==> src/rtl/tcc_pkg.sv <==
// tcc_pkg: shared types, codes and constants of the tone command controller
// no dependencies
package tcc_pkg;

  localparam int unsigned LineLength = 32;
  localparam int unsigned LcW = 6;
  localparam logic [13:0] NumSat = 14'd16383;

  localparam logic [1:0] KIND_BYTE   = 2'd0;
  localparam logic [1:0] KIND_BUTTON = 2'd1;
  localparam logic [1:0] KIND_LOCK   = 2'd2;
  localparam logic [1:0] KIND_AOFF   = 2'd3;

  localparam logic [1:0] OK_BYTE   = 2'd0;
  localparam logic [1:0] OK_RESP   = 2'd1;
  localparam logic [1:0] OK_STATUS = 2'd2;

  localparam logic [1:0] RC_OK   = 2'd0;
  localparam logic [1:0] RC_INV  = 2'd1;
  localparam logic [1:0] RC_UNK  = 2'd2;
  localparam logic [1:0] RC_IDN  = 2'd3;

  localparam logic [2:0] PH_KEY    = 3'd0;
  localparam logic [2:0] PH_SPACE  = 3'd1;
  localparam logic [2:0] PH_PLUS   = 3'd2;
  localparam logic [2:0] PH_DIGITS = 3'd3;
  localparam logic [2:0] PH_DONE   = 3'd4;
  localparam logic [2:0] PH_FAIL   = 3'd5;

  localparam logic REG_BASE = 1'b0;
  localparam logic REG_STEP = 1'b1;

  typedef struct packed {
    logic [1:0] kind;
    logic [7:0] rx_byte;
    logic [2:0] button;
  } in_beat_t;

  typedef struct packed {
    logic [1:0]  out_kind;
    logic [7:0]  out_byte;
    logic [1:0]  response_code;
    logic        tone_enable;
    logic [15:0] tone_prescaler;
    logic [3:0]  button_mask;
    logic [2:0]  selected_button;
    logic        start_lockout;
    logic        start_auto_off;
    logic        last;
  } out_beat_t;

  typedef struct packed {
    logic [1:0]  index;
    logic [15:0] data;
  } cfg_beat_t;

  // controller to datapath commands
  typedef struct packed {
    logic       exec;      // apply the item (parse, buttons, timers)
    logic       div_start; // start the divider
    logic       div_step;  // one divider iteration
    logic       div_done;  // write divider result
  } dp_cmd_t;

  // datapath to controller status
  typedef struct packed {
    logic       need_div;  // item asks for a new frequency
    logic       div_last;  // final divider iteration
    logic       line_end;  // three beats to send
  } dp_sts_t;

  function automatic logic [7:0] kw_idn(input logic [2:0] p);
    unique case (p)
      3'd0: kw_idn = 8'h2A;
      3'd1: kw_idn = 8'h49;
      3'd2: kw_idn = 8'h44;
      3'd3: kw_idn = 8'h4E;
      3'd4: kw_idn = 8'h3F;
      default: kw_idn = 8'h00;
    endcase
  endfunction

  function automatic logic [7:0] kw_off(input logic [2:0] p);
    unique case (p)
      3'd0: kw_off = 8'h46;
      3'd1: kw_off = 8'h52;
      3'd2: kw_off = 8'h45;
      3'd3: kw_off = 8'h51;
      3'd4: kw_off = 8'h20;
      3'd5: kw_off = 8'h4F;
      3'd6: kw_off = 8'h46;
      default: kw_off = 8'h46;
    endcase
  endfunction

  function automatic logic [7:0] kw_tone(input logic [1:0] p);
    unique case (p)
      2'd0: kw_tone = 8'h54;
      2'd1: kw_tone = 8'h4F;
      2'd2: kw_tone = 8'h4E;
      default: kw_tone = 8'h45;
    endcase
  endfunction

endpackage

==> src/rtl/tcc_if.sv <==
// tcc_if: valid/ready channel interfaces for items, results and register writes
// depends on tcc_pkg
interface tcc_in_if;
  logic valid;
  logic ready;
  tcc_pkg::in_beat_t payload;
  modport source(output valid, output payload, input ready);
  modport sink(input valid, input payload, output ready);
endinterface

interface tcc_out_if;
  logic valid;
  logic ready;
  tcc_pkg::out_beat_t payload;
  modport source(output valid, output payload, input ready);
  modport sink(input valid, input payload, output ready);
endinterface

interface tcc_cfg_if;
  logic valid;
  logic ready;
  tcc_pkg::cfg_beat_t payload;
  modport source(output valid, output payload, input ready);
  modport sink(input valid, input payload, output ready);
endinterface

==> src/rtl/tone_command_controller_top.sv <==
// tone_command_controller_top: serial/button tone controller, top level
// depends on tcc_pkg, tcc_if, tcc_ctrl, tcc_datapath
//
// channel  dir  payload
// in_ch    in   kind, rx_byte, button
// out_ch   out  out_kind .. last, one or three beats per item
// cfg_ch   in   index, data (0 base_rate, 1 tone_step)
//
// an item runs through execute and a status check, then one beat per result is sent;
// when a new frequency is set, the restoring divider runs before the beats go out
// one item at a time; in_ch ready only when the previous item is fully sent
// reset clears parser, buttons and registers to their defaults at once
// stalls on out_ch hold the pending beat; cfg_ch is always ready
module tone_command_controller_top (
  input logic clk_i,
  input logic rst_ni,
  tcc_in_if.sink    in_ch,
  tcc_out_if.source out_ch,
  tcc_cfg_if.sink   cfg_ch
);
  import tcc_pkg::*;

  dp_cmd_t   cmd;
  dp_sts_t   sts;
  out_beat_t res;
  logic      load;

  assign cfg_ch.ready = 1'b1;

  tcc_ctrl u_ctrl (
    .clk_i, .rst_ni,
    .in_valid_i(in_ch.valid), .in_ready_o(in_ch.ready), .load_o(load),
    .cmd_o(cmd), .sts_i(sts), .res_i(res),
    .out_valid_o(out_ch.valid), .out_ready_i(out_ch.ready), .out_o(out_ch.payload)
  );

  tcc_datapath u_dp (
    .clk_i, .rst_ni,
    .item_i(in_ch.payload), .load_i(load),
    .cfg_i(cfg_ch.payload), .cfg_we_i(cfg_ch.valid),
    .cmd_i(cmd), .sts_o(sts), .res_o(res)
  );
endmodule

==> src/rtl/tcc_datapath.sv <==
// tcc_datapath: line parser, button state, frequency multiply and serial divider
// depends on tcc_pkg
module tcc_datapath (
  input  logic               clk_i,
  input  logic               rst_ni,
  input  tcc_pkg::in_beat_t  item_i,
  input  logic               load_i,
  input  tcc_pkg::cfg_beat_t cfg_i,
  input  logic               cfg_we_i,
  input  tcc_pkg::dp_cmd_t   cmd_i,
  output tcc_pkg::dp_sts_t   sts_o,
  output tcc_pkg::out_beat_t res_o
);
  import tcc_pkg::*;

  logic [15:0] base_q;
  logic [13:0] step_q;
  in_beat_t    it_q;
  logic [LcW-1:0] lc_q, lc_d;
  logic [3:0]  mf_q, mf_d;
  logic [13:0] num_q, num_d;
  logic [2:0]  ph_q, ph_d;
  logic [2:0]  sel_q, sel_d, prev_q, prev_d;
  logic [3:0]  pm_q, pm_d;
  logic        run_q, run_d;
  logic [15:0] divv_q;
  logic        nd_d, nd_q, end_d, end_q, lock_d, lock_q, aoff_d, aoff_q;
  logic [1:0]  code_d, code_q;
  logic [23:0] freq_d, freq_q;
  // divider
  logic [15:0] quo_q;
  logic [16:0] rem_q;
  logic [3:0]  dcnt_q;
  logic [24:0] trial;

  always_ff @(posedge clk_i or negedge rst_ni) begin
    if (!rst_ni) begin
      base_q <= 16'd36000;
      step_q <= 14'd1000;
    end else if (cfg_we_i) begin
      if (cfg_i.index == {1'b0, REG_BASE}) base_q <= cfg_i.data;
      else if (cfg_i.index == {1'b0, REG_STEP}) step_q <= cfg_i.data[13:0];
    end
  end

  always_ff @(posedge clk_i) begin
    if (load_i) it_q <= item_i;
  end

  logic [7:0] c;
  logic       dig, spc, full;
  logic [13:0] dv;
  logic [17:0] acc;
  logic [2:0]  bidx;
  logic        num_ok;
  assign c    = it_q.rx_byte;
  assign dig  = (c >= 8'h30) && (c <= 8'h39);
  assign spc  = (c == 8'h20) || ((c >= 8'h09) && (c <= 8'h0D));
  assign full = lc_q >= LcW'(LineLength);
  assign dv   = {10'd0, c[3:0]};
  assign acc  = {num_q, 3'd0} + {3'd0, num_q, 1'b0} + {4'd0, dv};
  assign bidx = it_q.button - 3'd1;
  assign num_ok = (ph_q == PH_DIGITS) || (ph_q == PH_DONE);

  always_comb begin
    lc_d = lc_q; mf_d = mf_q; num_d = num_q; ph_d = ph_q;
    sel_d = sel_q; prev_d = prev_q; pm_d = pm_q; run_d = run_q;
    nd_d = 1'b0; end_d = 1'b0; lock_d = 1'b0; aoff_d = 1'b0;
    code_d = RC_OK; freq_d = '0;
    unique case (it_q.kind)
      KIND_BYTE: begin
        if (c == 8'h0D || full) begin
          end_d = 1'b1;
          if (mf_q[0] && lc_q >= LcW'(5)) code_d = RC_IDN;
          else if (mf_q[1] && lc_q >= LcW'(4)) begin
            if (num_ok && num_q >= 14'd1 && num_q <= 14'd4) begin
              freq_d = 24'(num_q[2:0]) * 24'(step_q);
              nd_d = 1'b1; pm_d = 4'h0; aoff_d = 1'b1;
            end else code_d = RC_INV;
          end else if (mf_q[2] && lc_q >= LcW'(4)) begin
            if (mf_q[3] && lc_q == LcW'(8)) begin
              run_d = 1'b0; pm_d = 4'hF;
            end else if (num_ok && num_q >= 14'd1 && num_q <= 14'd9999) begin
              freq_d = {10'd0, num_q}; nd_d = 1'b1; pm_d = 4'h0;
            end else code_d = RC_INV;
          end else code_d = RC_UNK;
          lc_d = '0; mf_d = 4'hF; num_d = '0; ph_d = PH_KEY;
        end else if (c != 8'h00) begin
          if (lc_q >= LcW'(5) || c != kw_idn(lc_q[2:0])) mf_d[0] = 1'b0;
          if (lc_q >= LcW'(8) || c != kw_off(lc_q[2:0])) mf_d[3] = 1'b0;
          if (lc_q < LcW'(4)) begin
            if (c != kw_tone(lc_q[1:0])) mf_d[1] = 1'b0;
            if (c != kw_off(lc_q[2:0])) mf_d[2] = 1'b0;
            if (lc_q == LcW'(3)) ph_d = PH_SPACE;
          end else if (ph_q == PH_SPACE) begin
            if (dig) begin num_d = dv; ph_d = PH_DIGITS; end
            else if (c == 8'h2B) ph_d = PH_PLUS;
            else if (!spc) ph_d = PH_FAIL;
          end else if (ph_q == PH_PLUS) begin
            if (dig) begin num_d = dv; ph_d = PH_DIGITS; end
            else ph_d = PH_FAIL;
          end else if (ph_q == PH_DIGITS) begin
            if (dig) num_d = (acc > {4'd0, NumSat}) ? NumSat : acc[13:0];
            else ph_d = PH_DONE;
          end
          lc_d = lc_q + LcW'(1);
        end
      end
      KIND_BUTTON: begin
        if (it_q.button >= 3'd1 && it_q.button <= 3'd4 && pm_q[bidx[1:0]]) begin
          pm_d[bidx[1:0]] = 1'b0;
          lock_d = 1'b1;
          if (sel_q == 3'd0) begin
            freq_d = 24'(it_q.button) * 24'(step_q);
            nd_d = 1'b1; sel_d = it_q.button; prev_d = it_q.button;
          end else if (sel_q == it_q.button) begin
            sel_d = 3'd0; prev_d = it_q.button; run_d = 1'b0;
          end
        end
      end
      KIND_LOCK: begin
        if (prev_q >= 3'd1 && prev_q <= 3'd4) pm_d[2'(prev_q - 3'd1)] = 1'b1;
      end
      default: begin
        run_d = 1'b0; pm_d = 4'hF;
      end
    endcase
    if (nd_d) run_d = 1'b1;
  end

  always_ff @(posedge clk_i or negedge rst_ni) begin
    if (!rst_ni) begin
      lc_q <= '0; mf_q <= 4'hF; num_q <= '0; ph_q <= PH_KEY;
      sel_q <= '0; prev_q <= '0; pm_q <= 4'hF; run_q <= 1'b0;
      nd_q <= 1'b0; end_q <= 1'b0; lock_q <= 1'b0; aoff_q <= 1'b0;
      code_q <= RC_OK;
    end else if (cmd_i.exec) begin
      lc_q <= lc_d; mf_q <= mf_d; num_q <= num_d; ph_q <= ph_d;
      sel_q <= sel_d; prev_q <= prev_d; pm_q <= pm_d; run_q <= run_d;
      nd_q <= nd_d; end_q <= end_d; lock_q <= lock_d; aoff_q <= aoff_d;
      code_q <= code_d;
    end
  end

  always_ff @(posedge clk_i) begin
    if (cmd_i.exec) freq_q <= freq_d;
  end

  // restoring divider, one quotient bit a cycle, msb first
  assign trial = {8'd0, rem_q[15:0], base_q[dcnt_q]} - {1'b0, freq_q};
  always_ff @(posedge clk_i or negedge rst_ni) begin
    if (!rst_ni) begin
      divv_q <= '0; dcnt_q <= '0; rem_q <= '0; quo_q <= '0;
    end else begin
      if (cmd_i.div_start) begin
        dcnt_q <= 4'd15; rem_q <= '0; quo_q <= '0;
      end else if (cmd_i.div_step) begin
        if (!trial[24]) begin
          rem_q <= trial[16:0]; quo_q <= {quo_q[14:0], 1'b1};
        end else begin
          rem_q <= {rem_q[15:0], base_q[dcnt_q]}; quo_q <= {quo_q[14:0], 1'b0};
        end
        dcnt_q <= dcnt_q - 4'd1;
      end
      if (cmd_i.div_done)
        divv_q <= ((freq_q == '0) ? 16'hFFFF : quo_q) - 16'd1;
    end
  end

  assign sts_o.need_div = nd_q;
  assign sts_o.div_last = dcnt_q == 4'd0;
  assign sts_o.line_end = end_q;

  always_comb begin
    res_o = '0;
    res_o.tone_enable     = run_q;
    res_o.tone_prescaler  = divv_q;
    res_o.button_mask     = pm_q;
    res_o.selected_button = sel_q;
    res_o.last            = 1'b1;
    if (it_q.kind == KIND_BYTE) begin
      if (end_q) begin
        res_o.out_kind = OK_RESP;
        res_o.response_code = code_q;
        res_o.start_auto_off = aoff_q;
      end else begin
        res_o.out_byte = c;
      end
    end else begin
      res_o.out_kind = OK_STATUS;
      res_o.start_lockout = lock_q;
    end
  end

endmodule

==> src/rtl/tcc_ctrl.sv <==
// tcc_ctrl: sequencer that runs one item through execute, divide when needed and send beats
// depends on tcc_pkg
module tcc_ctrl (
  input  logic               clk_i,
  input  logic               rst_ni,
  input  logic               in_valid_i,
  output logic               in_ready_o,
  output logic               load_o,
  output tcc_pkg::dp_cmd_t   cmd_o,
  input  tcc_pkg::dp_sts_t   sts_i,
  input  tcc_pkg::out_beat_t res_i,
  output logic               out_valid_o,
  input  logic               out_ready_i,
  output tcc_pkg::out_beat_t out_o
);
  import tcc_pkg::*;

  typedef enum logic [5:0] {
    S_IDLE = 6'b000001,
    S_EXEC = 6'b000010,
    S_DIVS = 6'b000100,
    S_DIV  = 6'b001000,
    S_FIN  = 6'b010000,
    S_SEND = 6'b100000
  } state_e;

  state_e state_q, state_d;
  logic [1:0] beat_q, beat_d;

  assign in_ready_o = state_q == S_IDLE;
  assign load_o = in_valid_i && in_ready_o;
  assign out_valid_o = state_q == S_SEND;

  always_comb begin
    state_d = state_q;
    beat_d = beat_q;
    cmd_o = '0;
    unique case (state_q)
      S_IDLE: if (in_valid_i) state_d = S_EXEC;
      S_EXEC: begin
        cmd_o.exec = 1'b1;
        state_d = S_DIVS;
      end
      S_DIVS: begin
        beat_d = sts_i.line_end ? 2'd0 : 2'd2;
        if (sts_i.need_div) begin
          cmd_o.div_start = 1'b1;
          state_d = S_DIV;
        end else state_d = S_SEND;
      end
      S_DIV: begin
        cmd_o.div_step = 1'b1;
        if (sts_i.div_last) state_d = S_FIN;
      end
      S_FIN: begin
        cmd_o.div_done = 1'b1;
        state_d = S_SEND;
      end
      S_SEND: if (out_ready_i) begin
        if (beat_q == 2'd2) state_d = S_IDLE;
        else beat_d = beat_q + 2'd1;
      end
      default: state_d = S_IDLE;
    endcase
  end

  always_ff @(posedge clk_i or negedge rst_ni) begin
    if (!rst_ni) begin
      state_q <= S_IDLE;
      beat_q <= 2'd0;
    end else begin
      state_q <= state_d;
      beat_q <= beat_d;
    end
  end

  // newline beats ahead of the response
  always_comb begin
    out_o = res_i;
    if (beat_q != 2'd2) begin
      out_o.out_kind = OK_BYTE;
      out_o.out_byte = (beat_q == 2'd0) ? 8'h0A : 8'h0D;
      out_o.response_code = RC_OK;
      out_o.start_auto_off = 1'b0;
      out_o.start_lockout = 1'b0;
      out_o.last = 1'b0;
    end
  end

  a_div_done_fin: assert property (@(posedge clk_i) disable iff (!rst_ni)
    cmd_o.div_done |=> state_q == S_SEND) else $error("divider not followed by send");
  a_load_exec: assert property (@(posedge clk_i) disable iff (!rst_ni)
    load_o |=> state_q == S_EXEC) else $error("accepted item not executed");
  a_last_end: assert property (@(posedge clk_i) disable iff (!rst_ni)
    (out_valid_o && out_ready_i && out_o.last) |=> in_ready_o)
    else $error("block busy after final beat");
endmodule

==> src/flat_wrapper.sv <==
// flat-port wrapper written by rule: the top's interface ports become plain ports
module tone_command_controller_top_flat import tcc_pkg::*;
  (clk_i, rst_ni, in_ch_valid, in_ch_payload, in_ch_ready, out_ch_valid, out_ch_payload, out_ch_ready, cfg_ch_valid, cfg_ch_payload, cfg_ch_ready);
  tcc_in_if in_ch_i ();
  tcc_out_if out_ch_i ();
  tcc_cfg_if cfg_ch_i ();
  input logic clk_i;
  input logic rst_ni;
  input wire logic [$bits(in_ch_i.valid)-1:0] in_ch_valid;
  input wire logic [$bits(in_ch_i.payload)-1:0] in_ch_payload;
  output wire logic [$bits(in_ch_i.ready)-1:0] in_ch_ready;
  output wire logic [$bits(out_ch_i.valid)-1:0] out_ch_valid;
  output wire logic [$bits(out_ch_i.payload)-1:0] out_ch_payload;
  input wire logic [$bits(out_ch_i.ready)-1:0] out_ch_ready;
  input wire logic [$bits(cfg_ch_i.valid)-1:0] cfg_ch_valid;
  input wire logic [$bits(cfg_ch_i.payload)-1:0] cfg_ch_payload;
  output wire logic [$bits(cfg_ch_i.ready)-1:0] cfg_ch_ready;
  assign in_ch_i.valid = in_ch_valid;
  assign in_ch_i.payload = in_ch_payload;
  assign in_ch_ready = in_ch_i.ready;
  assign out_ch_valid = out_ch_i.valid;
  assign out_ch_payload = out_ch_i.payload;
  assign out_ch_i.ready = out_ch_ready;
  assign cfg_ch_i.valid = cfg_ch_valid;
  assign cfg_ch_i.payload = cfg_ch_payload;
  assign cfg_ch_ready = cfg_ch_i.ready;
  tone_command_controller_top u_core (.clk_i(clk_i), .rst_ni(rst_ni), .in_ch(in_ch_i), .out_ch(out_ch_i), .cfg_ch(cfg_ch_i));
endmodule
==> config.mk <==
export PLATFORM = sky130hd
export DESIGN_NAME = tone_command_controller_top_flat
export DESIGN_NICKNAME = d
export VERILOG_FILES = /design/src/rtl/tcc_pkg.sv /design/src/rtl/tcc_if.sv /design/src/rtl/tone_command_controller_top.sv /design/src/rtl/tcc_datapath.sv /design/src/rtl/tcc_ctrl.sv /design/src/flat_wrapper.sv
export SDC_FILE = /design/constraint.sdc
export NUM_CORES = 1
export LEC_CHECK = 0
export BUFFER_PORTS_ARGS = -buffer_cell sky130_fd_sc_hd__clkbuf_2
export CORE_MARGIN = 3
export CORE_UTILIZATION = 55
export CTS_BUF_LIST = sky130_fd_sc_hd__clkbuf_16
export DETAILED_ROUTE_END_ITERATION = 6
export PLACE_DENSITY = 0.81
export SLEW_MARGIN = 20
export SYNTH_ARGS = -nofsm -noshare
export SYNTH_HDL_FRONTEND = slang
export SYNTH_SLANG_ARGS = --single-unit
==> constraint.sdc <==
create_clock -name clk_i -period 5.98 [get_ports clk_i]
set_clock_uncertainty 0.2 [all_clocks]
set_input_delay 0.897 -clock clk_i [delete_from_list [all_inputs] [get_ports clk_i]]
set_output_delay 0.897 -clock clk_i [all_outputs]
set_load 0.01 [all_outputs]
==> impl_metrics.env <==
export IMPL_status="finished with violations"
export IMPL_violations="DRC"
export IMPL_clkSinkCount=164
export IMPL_grt_start_max_net_pins=101
export IMPL_dp_hpwl_um=21500
export IMPL_vias=10300
export IMPL_setup_viol=0
export IMPL_cts_root_buffer="clkbuf_16"
export IMPL_core_um2=21400
export IMPL_postCtsResizedCells=0
export IMPL_ys_ff_latch=164
export IMPL_synth_top_family_by_area="simple AND/OR/NAND/NOR gates"
export IMPL_async_flop_share=0.817
export IMPL_slew_viol_final=0
export IMPL_start_util=0.572
export IMPL_syn_inst=1357
export IMPL_viasPerCell=6.12
export IMPL_synth_compound_area_frac=0.162
export IMPL_wire_per_inst_um=17.3
export IMPL_synth_edf_count=30
export IMPL_cts_tree="built"
export IMPL_reg2regPathDepth=13
export IMPL_powerDensity_nw_per_um2=297
export IMPL_yosysWarnings=0
export IMPL_cp_end_kind="register"
export IMPL_antenna_found_initial=0
export IMPL_drt_iter0_markers=728
export IMPL_slew_headroom=0.332
export IMPL_yosysSeqAreaShare=0.350
export IMPL_syn_area_um2=12200
export IMPL_r2r_start="u_core.u_dp.dcnt_q[0]"
export IMPL_irDropWorstVdd_v=0.000212
export IMPL_gp_congestion=0.897
export IMPL_r2r_end="u_core.u_dp.rem_q[15]"
export IMPL_path_common_cell="mux4_2"
export IMPL_fin_crit_sh=0.780
export IMPL_grt_pass1_vias=10100
export IMPL_hold_viol_final=0
export IMPL_synthXorXnorAreaFrac=0.0529
export IMPL_yosysTopAreaCell="dfrtp_1"
export IMPL_synth_mux_area_frac=0.0513
export IMPL_first_pass_iters=7
export IMPL_io_buffers=76
export IMPL_min_from="u_core.u_dp.divv_q[3]"
export IMPL_hold_buffers=0
export IMPL_cap_violations=0
export IMPL_post_synth_cell_area_avg_um2=9.02
export IMPL_syn_nets=1516
export IMPL_cp_required_ns=6.07
export IMPL_p_total_mw=3.98
export IMPL_wirelength_um=29200
export IMPL_worst_pin_slew_ns=1.00
export IMPL_power_leakage_nw=6.49
export IMPL_fmax_mhz=214
export IMPL_die_w_um=155
export IMPL_die_area_um2=24100
export IMPL_htreeDepth=4
export IMPL_drive_gt1_frac=0.143
export IMPL_rsz0062_at_grt="false"
export IMPL_yosys_area_top_type_share=0.233
export IMPL_yosys_area_share_simple=0.191
export IMPL_track_usage=0.245
export IMPL_ant_nets=0
export IMPL_worst_setup_path_start_kind="register"
export IMPL_route_detailed_drc=3
export IMPL_min_period_ns=4.66
export IMPL_clkTransAtPathRegs_ns=0.07
export IMPL_r2r_slack_ns=1.32
export IMPL_max_clock_path_buffers=2
export IMPL_grt_pass1_wl_um=49000
export IMPL_cp_arrival_ns=4.75
export IMPL_cp_max_fo=20
export IMPL_yosys_most_used_dff="dfrtp_1"
export IMPL_syn_to_final_growth_pct=9.33
export IMPL_hold_end="u_core.u_dp.divv_q[3]"
export IMPL_fp_row_count=53
export IMPL_fin_setup_tns_ns=0
export IMPL_cts_buffers=17
export IMPL_die_h_um=155
export IMPL_io_pins=78
export IMPL_crit_type="register to register"
export IMPL_diodes=0
export IMPL_hold_path_depth=2
export IMPL_crit_chain="mux4_2 > mux4_2 > inv_1 > ha_1 > fa_1 > nor2b_1 > o31a_1 > o221a_2 > a211oi_1 > a211o_1 > and2_1 > nand2b_1 > o21ai_0"
export IMPL_grt_overflow_total=0
export IMPL_synth_adder_area_share=0.143
export IMPL_final_nets=1560
export IMPL_yosys_top_cells_area="dfrtp_1 (23%), ha_1 (9.6%), edfxtp_1 (7.4%)"
export IMPL_clock_latency_ns=0.43
export IMPL_max_stage_delay_ns=0.67
export IMPL_post_cts_buffers=0
export IMPL_ys_types=87
export IMPL_hold_class="register to register"
export IMPL_critPathSlowestCell="and2_1"
[power by group]
part	switching [mW]	internal, mW
Sequential	0.253	1.33
Combinational	0.742	0.576
Clock	0.519	0.561
Total	1.51	2.46
[critical path: cells and delay by family, from the launching register on]
kind                     cells  cell delay (ns)
flip-flops                   1             0.53
multiplexers                 2             1.07
AND/OR/NAND/NOR              3             1.04
adder cells (fa/ha/maj)      2             0.37
buffers and inverters        1             0.07
AO/OA/AOI/OAI                5             1.22
[layout make-up]
type / count / area [µm²]
Clock inverter: 15 / 156
Fill cell: 1732 / 8040
Tap cell: 275 / 344
Clock buffer: 17 / 425
Multi-Input combinational cell: 1037 / 7380
Inverter: 99 / 372
Sequential cell: 164 / 4280
Timing Repair Buffer: 82 / 432
[synthesized netlist by cell type (9+ instances only)]
cell      number
a21o_1        19
a21oi_1       62
a22oi_1       10
and2_1        23
and3_1        10
buf_1          9
clkbuf_1      38
dfrtp_1      114
dfstp_2       20
edfxtp_1      30
fa_1          29
ha_1          94
inv_1         96
mux2_2        36
mux2i_1       11
nand2_1      201
nand2b_1      16
nand3_1       55
nor2_1        67
nor2b_1       12
nor3_1        33
nor4_1        22
o211ai_1      10
o21a_1         9
o21ai_0       87
o31ai_1       10
xnor2_1       42
xor2_1        32
[placed cells by master, fill, tap and decap left out, types with 6 or more instances in the layout]
master and count:
o221ai_1 7, nand2b_1 16, fa_1 29, dfstp_2 20, nand3b_1 7, nand4_1 7, dfrtp_1 114, nor4_1 21
a211oi_1 7, nand2_1 201, ha_1 94, xor2_1 32, mux2i_1 11, or3_1 7, nor2b_1 12, and3_1 10
and2_1 23, nor2_1 67, o31ai_1 10, a22oi_1 10, a21oi_1 62, nor3_1 33, a21o_1 19, o21ai_0 87
o21bai_1 6, xnor2_1 42, mux2_2 36, edfxtp_1 30, clkbuf_2 75, o21a_1 9, inv_1 97, clkbuf_16 17
o211ai_1 10, nand3_1 55, o22ai_1 6, or4_1 7, inv_8 6, buf_4 6
[state kept, by name, indices dropped and copies added (netlist names), 5 cells and up]
register and flops:
u_core.u_dp.lc_q 6, u_core.u_dp.c 8, u_core.u_dp.it_q 5, u_core.u_dp.base_q 16, u_core.u_dp.num_q 14, u_core.u_ctrl.state_q 6, u_core.u_dp.divv_q 16, u_core.u_dp.step_q 14
u_core.u_dp.rem_q 16, u_core.u_dp.quo_q 16, u_core.u_dp.freq_q 17
[worst max path at each step]
stage                             end  slack, ns  cells past startpoint                   from
2_1_floorplan  u_core.u_dp.freq_q[16]       1.66                     15   u_core.u_dp.num_q[0]
3_3_place_gp     u_core.u_dp.rem_q[7]       1.47                     13  u_core.u_dp.dcnt_q[0]
3_5_place_dp     u_core.u_dp.rem_q[7]       1.38                     13  u_core.u_dp.dcnt_q[0]
4_1_cts         u_core.u_dp.rem_q[15]       1.36                     13  u_core.u_dp.dcnt_q[0]
5_1_grt          u_core.u_dp.rem_q[7]       1.02                     13  u_core.u_dp.dcnt_q[0]
6_report        u_core.u_dp.rem_q[15]       1.32                     13  u_core.u_dp.dcnt_q[0]
[routing by layer]
layer,vias up,share of wire,GRT usage
met5,-,0,0
met4,0,0.034,0.0975
met3,83,0.061,0.0376
met2,395,0.47,0.393
met1,4968,0.44,0.335
li1,4890,-,-
[cells by family after synthesis]
kind of cell / Yosys count
compound gates: 298
simple gates: 489
fa+ha+maj: 123
xor+xnor: 74
flops: 164
other cells: 1
mux: 52
buf+inv: 156
[through the flow]
step,utilization,setup slack [ns],hold slack (ns),cells,cell area (µm²)
3_5_place_dp,0.597,1.38,0.254,1657,12800
5_1_grt,0.625,1.02,0.275,1689,13400
4_1_cts,0.625,1.36,0.267,1689,13400
2_1_floorplan,-,1.66,0.236,1357,12200
3_3_place_gp,0.597,1.47,0.249,1657,12800
6_report,0.625,1.32,0.263,1689,13400
Note: power is estimated with default switching activity, not from simulation.
